## src/rtl/pida_pkg.sv

```systemverilog
`timescale 1ns / 1ps

package pida_pkg;

   localparam int KIND_W   = 2;
   localparam int POS_W    = 5;
   localparam int VALUE_W  = 32;
   localparam int STATUS_W = 3;
   localparam int COUNT_W  = 5;
   localparam int CAP_W    = 5;

   localparam logic [CAP_W-1:0] CAPACITY_RESET = 5'd16;

   typedef enum logic [KIND_W-1:0] {
      KIND_LOAD    = 2'd0,
      KIND_INSERT  = 2'd1,
      KIND_DELETE  = 2'd2,
      KIND_DISPLAY = 2'd3
   } kind_type;

   typedef enum logic [STATUS_W-1:0] {
      STATUS_OK           = 3'd0,
      STATUS_NOT_CREATED  = 3'd1,
      STATUS_FULL         = 3'd2,
      STATUS_BAD_POSITION = 3'd3,
      STATUS_EMPTY        = 3'd4
   } status_type;

   // what every cell of the chain does at each clock edge
   typedef enum logic [1:0] {
      OP_HOLD   = 2'd0,
      OP_INSERT = 2'd1,
      OP_DELETE = 2'd2,
      OP_ROTATE = 2'd3
   } cell_op_type;

endpackage

```

## src/rtl/pida_req_if.sv

```systemverilog
`timescale 1ns / 1ps

interface pida_req_if;
   import pida_pkg::*;

   logic                       valid;
   logic                       ready;
   logic        [KIND_W-1:0]   kind;
   logic        [POS_W-1:0]    position;
   logic signed [VALUE_W-1:0]  item_value;

   modport source (output valid, kind, position, item_value, input ready);
   modport sink   (input valid, kind, position, item_value, output ready);
endinterface

```

## src/rtl/pida_rsp_if.sv

```systemverilog
`timescale 1ns / 1ps

interface pida_rsp_if;
   import pida_pkg::*;

   logic                       valid;
   logic                       ready;
   logic        [STATUS_W-1:0] status;
   logic signed [VALUE_W-1:0]  read_value;
   logic        [COUNT_W-1:0]  element_count;
   logic                       last;

   modport source (output valid, status, read_value, element_count, last, input ready);
   modport sink   (input valid, status, read_value, element_count, last, output ready);
endinterface

```

## src/rtl/pida_cell.sv

```systemverilog
`timescale 1ns / 1ps

module pida_cell #(
   parameter int DEPTH = 16,
   parameter int INDEX = 0
) (
   input  logic                                 clock,
   input  pida_pkg::cell_op_type                cmd_op,
   input  logic [$clog2(DEPTH+1)-1:0]           cmd_at,
   input  logic [$clog2(DEPTH+1)-1:0]           cmd_cnt,
   input  logic signed [pida_pkg::VALUE_W-1:0]  bcast_value,
   input  logic signed [pida_pkg::VALUE_W-1:0]  left_value,
   input  logic signed [pida_pkg::VALUE_W-1:0]  right_value,
   output logic signed [pida_pkg::VALUE_W-1:0]  value_ff
);
   import pida_pkg::*;

   localparam int CW = $clog2(DEPTH + 1);
   localparam logic [CW-1:0] IDX      = CW'(INDEX);
   localparam logic [CW-1:0] IDX_NEXT = CW'(INDEX + 1);

   logic signed [VALUE_W-1:0] value_in;

   always_comb begin
      value_in = value_ff;
      unique case (cmd_op)
         OP_HOLD: begin
         end
         OP_INSERT: begin
            // cells from the slot up to the old end move up by one
            if (IDX == cmd_at) begin
               value_in = bcast_value;
            end else if (IDX > cmd_at && IDX <= cmd_cnt) begin
               value_in = left_value;
            end
         end
         OP_DELETE: begin
            if (IDX >= cmd_at && IDX_NEXT < cmd_cnt) begin
               value_in = right_value;
            end
         end
         OP_ROTATE: begin
            // head wraps to the tail of the occupied part
            if (IDX_NEXT < cmd_cnt) begin
               value_in = right_value;
            end else if (IDX_NEXT == cmd_cnt) begin
               value_in = bcast_value;
            end
         end
      endcase
   end

   always_ff @(posedge clock) begin
      value_ff <= value_in;
   end

endmodule

```

## src/rtl/positional_insert_delete_array.sv

```systemverilog
`timescale 1ns / 1ps
// channel  direction  payload
// req_if   in         kind, position, item_value
// rsp_if   out        status, read_value, element_count, last
// csr      in         csr_write_data = array_capacity
//
// Load, insert, delete and errors: one request per cycle while results are taken, result registered in the cycle after.
// Display: the request cycle loads no result, then one result per cycle while results are taken,
// one for each stored element; the elements leave through cell 0 while the cell chain rotates
// by one with each result.
// Reset (synchronous) empties the array, clears the created flag, capacity returns to 16.
// A stalled result holds the output register and blocks new requests and the rotation.

module positional_insert_delete_array #(
   parameter int DEPTH = 16
) (
   input  logic                            clock,
   input  logic                            reset,
   pida_req_if.sink                        req_if,
   pida_rsp_if.source                      rsp_if,
   input  logic                            csr_write_enable,
   input  logic [pida_pkg::CAP_W-1:0]      csr_write_data
);
   import pida_pkg::*;

   localparam int CW   = $clog2(DEPTH + 1);
   localparam int CMPW = (CW > CAP_W) ? CW : CAP_W;
   localparam logic [CW-1:0] DEPTH_CNT = CW'(DEPTH);

   typedef enum logic {ST_IDLE, ST_EMIT} state_type;

   state_type                 state_ff, state_in;
   logic [CW-1:0]             count_ff, count_in;
   logic                      created_ff, created_in;
   logic [CAP_W-1:0]          capacity_ff;
   logic [CW-1:0]             emit_idx_ff, emit_idx_in;

   logic                      rsp_valid_ff, rsp_valid_in;
   status_type                rsp_status_ff, rsp_status_in;
   logic signed [VALUE_W-1:0] rsp_value_ff, rsp_value_in;
   logic [COUNT_W-1:0]        rsp_count_ff, rsp_count_in;
   logic                      rsp_last_ff, rsp_last_in;

   cell_op_type               cmd_op;
   logic [CW-1:0]             cmd_at;
   logic signed [VALUE_W-1:0] bcast_value;
   logic signed [VALUE_W-1:0] cell_value [DEPTH];

   logic                      slot_free;
   logic                      accept;
   logic                      full;
   logic                      pos_bad;
   logic [CMPW-1:0]           pos_ext;
   logic [CMPW-1:0]           cnt_ext;
   logic [CW-1:0]             at_pos;
   logic                      emit_last;

   assign slot_free    = !rsp_valid_ff || rsp_if.ready;
   assign req_if.ready = (state_ff == ST_IDLE) && slot_free;
   assign accept       = req_if.valid && req_if.ready;

   assign pos_ext = CMPW'(req_if.position);
   assign cnt_ext = CMPW'(count_ff);
   assign full    = (cnt_ext >= CMPW'(capacity_ff)) || (count_ff >= DEPTH_CNT);
   assign pos_bad = (req_if.position == '0) || (pos_ext > cnt_ext);
   assign at_pos  = CW'(pos_ext - CMPW'(1));
   assign emit_last = (emit_idx_ff + CW'(1)) == count_ff;

   always_comb begin
      state_in      = state_ff;
      count_in      = count_ff;
      created_in    = created_ff;
      emit_idx_in   = emit_idx_ff;
      rsp_valid_in  = rsp_valid_ff && !rsp_if.ready;
      rsp_status_in = rsp_status_ff;
      rsp_value_in  = rsp_value_ff;
      rsp_count_in  = rsp_count_ff;
      rsp_last_in   = rsp_last_ff;
      cmd_op        = OP_HOLD;
      cmd_at        = count_ff;
      bcast_value   = req_if.item_value;

      unique case (state_ff)
         ST_IDLE: begin
            if (accept) begin
               rsp_valid_in  = 1'b1;
               rsp_status_in = STATUS_OK;
               rsp_value_in  = '0;
               rsp_last_in   = 1'b1;
               unique case (kind_type'(req_if.kind))
                  KIND_LOAD: begin
                     created_in = 1'b1;
                     if (full) begin
                        rsp_status_in = STATUS_FULL;
                     end else begin
                        cmd_op   = OP_INSERT;
                        count_in = count_ff + CW'(1);
                     end
                  end
                  KIND_INSERT: begin
                     priority if (!created_ff) begin
                        rsp_status_in = STATUS_NOT_CREATED;
                     end else if (full) begin
                        rsp_status_in = STATUS_FULL;
                     end else if (pos_bad) begin
                        rsp_status_in = STATUS_BAD_POSITION;
                     end else begin
                        cmd_op   = OP_INSERT;
                        cmd_at   = at_pos;
                        count_in = count_ff + CW'(1);
                     end
                  end
                  KIND_DELETE: begin
                     priority if (!created_ff) begin
                        rsp_status_in = STATUS_NOT_CREATED;
                     end else if (count_ff == '0) begin
                        rsp_status_in = STATUS_EMPTY;
                     end else if (pos_bad) begin
                        rsp_status_in = STATUS_BAD_POSITION;
                     end else begin
                        cmd_op   = OP_DELETE;
                        cmd_at   = at_pos;
                        count_in = count_ff - CW'(1);
                     end
                  end
                  KIND_DISPLAY: begin
                     priority if (!created_ff) begin
                        rsp_status_in = STATUS_NOT_CREATED;
                     end else if (count_ff == '0) begin
                        rsp_status_in = STATUS_EMPTY;
                     end else begin
                        rsp_valid_in = 1'b0;
                        state_in     = ST_EMIT;
                        emit_idx_in  = '0;
                     end
                  end
               endcase
               rsp_count_in = COUNT_W'(count_in);
            end
         end
         ST_EMIT: begin
            if (slot_free) begin
               cmd_op        = OP_ROTATE;
               cmd_at        = '0;
               bcast_value   = cell_value[0];
               rsp_valid_in  = 1'b1;
               rsp_status_in = STATUS_OK;
               rsp_value_in  = cell_value[0];
               rsp_count_in  = COUNT_W'(count_ff);
               rsp_last_in   = emit_last;
               emit_idx_in   = emit_idx_ff + CW'(1);
               if (emit_last) begin
                  state_in = ST_IDLE;
               end
            end
         end
      endcase
   end

   always_ff @(posedge clock) begin
      if (reset) begin
         state_ff     <= ST_IDLE;
         count_ff     <= '0;
         created_ff   <= 1'b0;
         capacity_ff  <= CAPACITY_RESET;
         emit_idx_ff  <= '0;
         rsp_valid_ff <= 1'b0;
      end else begin
         state_ff      <= state_in;
         count_ff      <= count_in;
         created_ff    <= created_in;
         emit_idx_ff   <= emit_idx_in;
         rsp_valid_ff  <= rsp_valid_in;
         rsp_status_ff <= rsp_status_in;
         rsp_value_ff  <= rsp_value_in;
         rsp_count_ff  <= rsp_count_in;
         rsp_last_ff   <= rsp_last_in;
         if (csr_write_enable) begin
            capacity_ff <= csr_write_data;
         end
      end
   end

   genvar g;
   generate
      for (g = 0; g < DEPTH; g++) begin : g_cell
         logic signed [VALUE_W-1:0] left_value;
         logic signed [VALUE_W-1:0] right_value;

         if (g == 0) begin : g_head
            assign left_value = '0;
         end else begin : g_body
            assign left_value = cell_value[g-1];
         end

         if (g == DEPTH - 1) begin : g_tail
            assign right_value = '0;
         end else begin : g_inner
            assign right_value = cell_value[g+1];
         end

         pida_cell #(
            .DEPTH (DEPTH),
            .INDEX (g)
         ) u_cell (
            .clock       (clock),
            .cmd_op      (cmd_op),
            .cmd_at      (cmd_at),
            .cmd_cnt     (count_ff),
            .bcast_value (bcast_value),
            .left_value  (left_value),
            .right_value (right_value),
            .value_ff    (cell_value[g])
         );
      end
   endgenerate

   assign rsp_if.valid         = rsp_valid_ff;
   assign rsp_if.status        = rsp_status_ff;
   assign rsp_if.read_value    = rsp_value_ff;
   assign rsp_if.element_count = rsp_count_ff;
   assign rsp_if.last          = rsp_last_ff;

endmodule

```

## src/flat_wrapper.sv

```systemverilog
// flat-port wrapper written by rule: the top's interface ports become plain ports
module positional_insert_delete_array_flat import pida_pkg::*;
#(
   parameter int DEPTH = 16
)
  (clock, reset, csr_write_enable, csr_write_data, req_if_valid, req_if_kind, req_if_position, req_if_item_value, req_if_ready, rsp_if_valid, rsp_if_status, rsp_if_read_value, rsp_if_element_count, rsp_if_last, rsp_if_ready);
  pida_req_if req_if_i ();
  pida_rsp_if rsp_if_i ();
  input  logic clock;
  input  logic reset;
  input  logic csr_write_enable;
  input  logic [pida_pkg::CAP_W-1:0] csr_write_data;
  input wire logic [$bits(req_if_i.valid)-1:0] req_if_valid;
  input wire logic [$bits(req_if_i.kind)-1:0] req_if_kind;
  input wire logic [$bits(req_if_i.position)-1:0] req_if_position;
  input wire logic [$bits(req_if_i.item_value)-1:0] req_if_item_value;
  output wire logic [$bits(req_if_i.ready)-1:0] req_if_ready;
  output wire logic [$bits(rsp_if_i.valid)-1:0] rsp_if_valid;
  output wire logic [$bits(rsp_if_i.status)-1:0] rsp_if_status;
  output wire logic [$bits(rsp_if_i.read_value)-1:0] rsp_if_read_value;
  output wire logic [$bits(rsp_if_i.element_count)-1:0] rsp_if_element_count;
  output wire logic [$bits(rsp_if_i.last)-1:0] rsp_if_last;
  input wire logic [$bits(rsp_if_i.ready)-1:0] rsp_if_ready;
  assign req_if_i.valid = req_if_valid;
  assign req_if_i.kind = req_if_kind;
  assign req_if_i.position = req_if_position;
  assign req_if_i.item_value = req_if_item_value;
  assign req_if_ready = req_if_i.ready;
  assign rsp_if_valid = rsp_if_i.valid;
  assign rsp_if_status = rsp_if_i.status;
  assign rsp_if_read_value = rsp_if_i.read_value;
  assign rsp_if_element_count = rsp_if_i.element_count;
  assign rsp_if_last = rsp_if_i.last;
  assign rsp_if_i.ready = rsp_if_ready;
  positional_insert_delete_array #(.DEPTH(DEPTH)) u_core (.clock(clock), .reset(reset), .req_if(req_if_i), .rsp_if(rsp_if_i), .csr_write_enable(csr_write_enable), .csr_write_data(csr_write_data));
endmodule
```

## config.mk

```make
export PLATFORM = sky130hd
export DESIGN_NAME = positional_insert_delete_array_flat
export DESIGN_NICKNAME = d
export VERILOG_FILES = /design/src/rtl/pida_pkg.sv /design/src/rtl/pida_req_if.sv /design/src/rtl/pida_rsp_if.sv /design/src/rtl/pida_cell.sv /design/src/rtl/positional_insert_delete_array.sv /design/src/flat_wrapper.sv
export SDC_FILE = /design/constraint.sdc
export NUM_CORES = 2
export LEC_CHECK = 0
export ABC_AREA = 1
export BUFFER_PORTS_ARGS = -buffer_cell sky130_fd_sc_hd__buf_4
export CORE_MARGIN = 3
export CORE_UTILIZATION = 45
export CTS_CLUSTER_DIAMETER = 60
export DETAILED_ROUTE_END_ITERATION = 7
export PLACE_DENSITY = 0.64
export SYNTH_ARGS = -nofsm -noshare
export SYNTH_HDL_FRONTEND = slang
export SYNTH_SLANG_ARGS = --single-unit
```

## constraint.sdc

```tcl
create_clock -name clock -period 10 [get_ports clock]
set_input_delay 0.5 -clock clock [delete_from_list [all_inputs] [get_ports clock]]
set_output_delay 0.5 -clock clock [all_outputs]
set_load 0.02 [all_outputs]
```

==> flow_metrics.tcl <==
set metrics [dict create \
    status "finished, final reports clean" \
    switching_share 0.308 \
    clk_latency_ns 0.64 \
    cts_buffers 72 \
    root_buffer "clkbuf_16" \
    num_vias 37900 \
    core-area_um2 87400 \
    place.gp.congestion 0.895 \
    worst-path-stages 19 \
    synth_nets 5551 \
    ys_seq_area_frac 0.424 \
    intPower_mw 4.60 \
    pwr-share-clk 0.392 \
    cts_hold_buf 0 \
    r2r_start "u_core.cnt_ext[1]" \
    fp.dieW_um 304 \
    dr.pass1.iters 6 \
    async_flop_share 0 \
    cp_max_fo 69 \
    p_seq_frac 0.425 \
    final_max_slew_viol_count 0 \
    start_util 0.457 \
    hold_violations 0 \
    cts_tree "done" \
    grt_pass1_wl_um 202000 \
    cts_max_level 3 \
    hold_depth 3 \
    power_density_nw_per_um2 153 \
    rows 108 \
    skew_ns 0.0374 \
    crit_top_cell "nand2_1" \
    fmax_ghz 0.174 \
    fin_nets 5356 \
    syn2layout_area_growth_pct 8.81 \
    hpwl_um 79200 \
    hp-start "csr_write_data[4]" \
    relSlewSlack 0.179 \
    p_comb_frac 0.182 \
    ys_warn_count 0 \
    period_share 0.573 \
    drive_gt1_frac 0.0716 \
    clkTransAtPathRegs_ns 0.06 \
    r2r_slack_ns 4.27 \
    cp_slowest_cell "a31oi_4" \
    synth_edf_count 553 \
    antenna_found_initial 0 \
    cts_num_sinks 571 \
    syn_area_um2 40000 \
    grt.overflow.total 0 \
    rsz0062_at_grt "no" \
    cts_resized 0 \
    antenna_cells 0 \
    crit_chain "buf_4 > inv_1 > ha_1 > nand2_1 > nor2_1 > nand2_1 > nand3_1 > nand2_2 > nand2_4 > nor2_2 > nand3_1 > o21ai_1 > nand2_1 > nand2_1 > nand2_8 > buf_4 > buf_4 > o221ai_1 > a31oi_4" \
    portBuffers 91 \
    routedWlPerCell_um 19.7 \
    tns_ns 0 \
    utilization 0.498 \
    setup_viol 0 \
    leakagePower_nw 18.3 \
    die_area_um2 92500 \
    drt_iter0_markers 4870 \
    ios 92 \
    power.total_mw 6.64 \
    setup_slack_ns 4.27 \
    r2r-end "u_core.g_cell[6].u_cell.value_ff[9]" \
    drt-total-wl_um 128000 \
    timing.max_cap.violations 0 \
    max_stage_delay_ns 0.91 \
    drc 0 \
    pre_cts_ws_ns 4.34 \
    drtAntennaViolNets 0 \
    clockBufferDepth 3 \
    ys_types 46 \
    critPathLaunchType "register" \
    routed_via_density 5.83 \
    arrival_ns 5.97 \
    final.fill_count 8407 \
    crit_type "reg2reg" \
    cts_setup_buffers 0 \
    p_switching_mw 2.04 \
    vdd_drop_max_uv 125 \
    track_usage 0.266 \
    syn_avg_cell_area_um2 7.30 \
    grt_max_degree 238 \
    die_h_um 304 \
    worst_slew_pin_slew_ns 1.23 \
    grt_pass1_vias 34400 \
    min_to "u_core.capacity_ff[4]" \
    worstSetupEndpointType "register" \
    synthCells 5479 \
    cp.required_ns 10.24 \
    r2r_cells 19 \
    critPathBufInv 4 \
    path_delay_family "buffers and inverters" \
    post-route-min-period_ns 5.73 \
    yosys_register_bits 571 \
    hold_class "in2reg" \
    synth_flop_cell "edfxtp_1" \
]
## synth_stat cells (14+ instances only)
| library cell | instances | area share |
|---|---|---|
| inv_2 | 19 | 0.0018 |
| dfxtp_1 | 18 | 0.0090 |
| o21bai_1 | 317 | 0.060 |
| clkbuf_1 | 314 | 0.029 |
| nor2_1 | 351 | 0.033 |
| o22ai_1 | 164 | 0.026 |
| inv_1 | 443 | 0.042 |
| nand3_1 | 399 | 0.050 |
| buf_2 | 105 | 0.013 |
| ha_1 | 23 | 0.0072 |
| nand2_1 | 1556 | 0.15 |
| clkinv_1 | 14 | 0.0013 |
| o211ai_1 | 163 | 0.031 |
| buf_4 | 16 | 0.0030 |
| buf_1 | 27 | 0.0025 |
| o21ai_0 | 647 | 0.081 |
| edfxtp_1 | 553 | 0.42 |
| a21oi_1 | 129 | 0.016 |
| o21ai_1 | 132 | 0.017 |
## through the flow
stage	std cells	cell area, µm²	hold slack, ns
floorplan	5479	40000	0.437
global placement	6365	41200	0.468
detailed placement	6365	41200	0.469
CTS	6491	43500	0.0752
global route	6491	43500	0.124
finish	6491	43500	0.112
## power groups by stage
stage / logic, mW / registers [mW] / clock network (mW)
after global routing: 1.35 / 2.83 / 2.73
after detailed placement: 1.19 / 2.87 / 0
after floorplan: 0.829 / 2.87 / 0
final: 1.21 / 2.82 / 2.61
after CTS: 1.19 / 2.82 / 2.64
after global placement: 1.16 / 2.87 / 0
## worst max-delay path by stage
| stage | from | end | slack [ns] |
|---|---|---|---|
| after floorplan | u_core.cnt_ext[4] | u_core.g_cell[6].u_cell.value_ff[0] | 4.71 |
| after global placement | u_core.cnt_ext[1] | u_core.g_cell[6].u_cell.value_ff[4] | 4.40 |
| after detailed placement | u_core.cnt_ext[4] | u_core.g_cell[6].u_cell.value_ff[5] | 4.34 |
| after CTS | u_core.cnt_ext[4] | u_core.g_cell[6].u_cell.value_ff[9] | 4.35 |
| after global routing | u_core.cnt_ext[1] | u_core.g_cell[6].u_cell.value_ff[9] | 3.86 |
| final | u_core.cnt_ext[1] | u_core.g_cell[6].u_cell.value_ff[9] | 4.27 |
## flip-flops by register name, summed over array words and instances, names as in the netlist
register and count:
u_core.cnt_ext 5, u_core.created_ff 1, u_core.capacity_ff 5, u_core.rsp_if.read_value 32
u_core.emit_idx_ff 5, u_core.state_ff 1, u_core.rsp_if.status 3, u_core.rsp_if.valid 1
u_core.rsp_if.element_count 5, u_core.rsp_if.last 1, u_core.g_cell.u_cell.value_ff 512
## logic make-up after synthesis
kind of cell             count (synthesis)  share of synthesized area
AND/OR/NAND/NOR                       2355                      0.238
buffers and inverters                  942                     0.0936
AO/OA/AOI/OAI                         1578                      0.235
flip-flops                             571                      0.424
XOR/XNOR                                10                    0.00219
adder cells (fa/ha/maj)                 23                    0.00720
## placed cells by master, fill, tap and decap left out, types with 3 or more instances in the layout
master / instances
clkinv_2: 7
clkbuf_1: 23
clkinv_1: 20
o21bai_1: 317
clkbuf_16: 74
inv_8: 4
nand4_1: 4
a21oi_1: 126
nor2_4: 19
o21ai_0: 646
buf_4: 191
ha_1: 23
buf_12: 3
edfxtp_1: 553
o22ai_1: 164
bufinv_16: 5
inv_2: 17
o21ai_1: 132
dfxtp_1: 17
nor2_2: 13
nand2_1: 1555
nand3_2: 7
nand3_1: 394
a31oi_1: 4
nor3_1: 8
o221ai_1: 7
inv_1: 442
o211ai_1: 163
nand2_2: 9
a21oi_4: 4
xor2_1: 10
nand2_4: 3
nor2_1: 336
clkinvlp_4: 3
inv_6: 5
## cell type report
| cell class | count | area (µm²) | share of cell area |
|---|---|---|---|
| multi-input combinational | 3966 | 19500 | 0.448 |
| clock buffer | 97 | 1940 | 0.0445 |
| clock inverter | 29 | 338 | 0.00776 |
| tap | 1155 | 1450 | 0.0332 |
| inverter | 479 | 1830 | 0.0420 |
| timing repair buffer | 194 | 1490 | 0.0343 |
| sequential | 571 | 17000 | 0.390 |
## per-layer routing
metal	up-vias	share of wire	track usage
met5	-	0	0
met4	0	0.020	0.0687
met3	151	0.093	0.0289
met2	1851	0.42	0.402
met1	17700	0.46	0.405
li1	18200	-	-
## worst register-to-register path, cell delays in order, from the launching register on
cell	delay (ns)
dfxtp_1	0.31
buf_4	0.21
inv_1	0.25
ha_1	0.36
nand2_1	0.05
nor2_1	0.11
nand2_1	0.06
nand3_1	0.08
nand2_2	0.10
nand2_4	0.15
nor2_2	0.08
nand3_1	0.09
o21ai_1	0.10
nand2_1	0.11
nand2_1	0.18
nand2_8	0.45
buf_4	0.75
buf_4	0.69
o221ai_1	0.28
a31oi_4	0.91
Note: power is estimated with default switching activity, not from simulation.
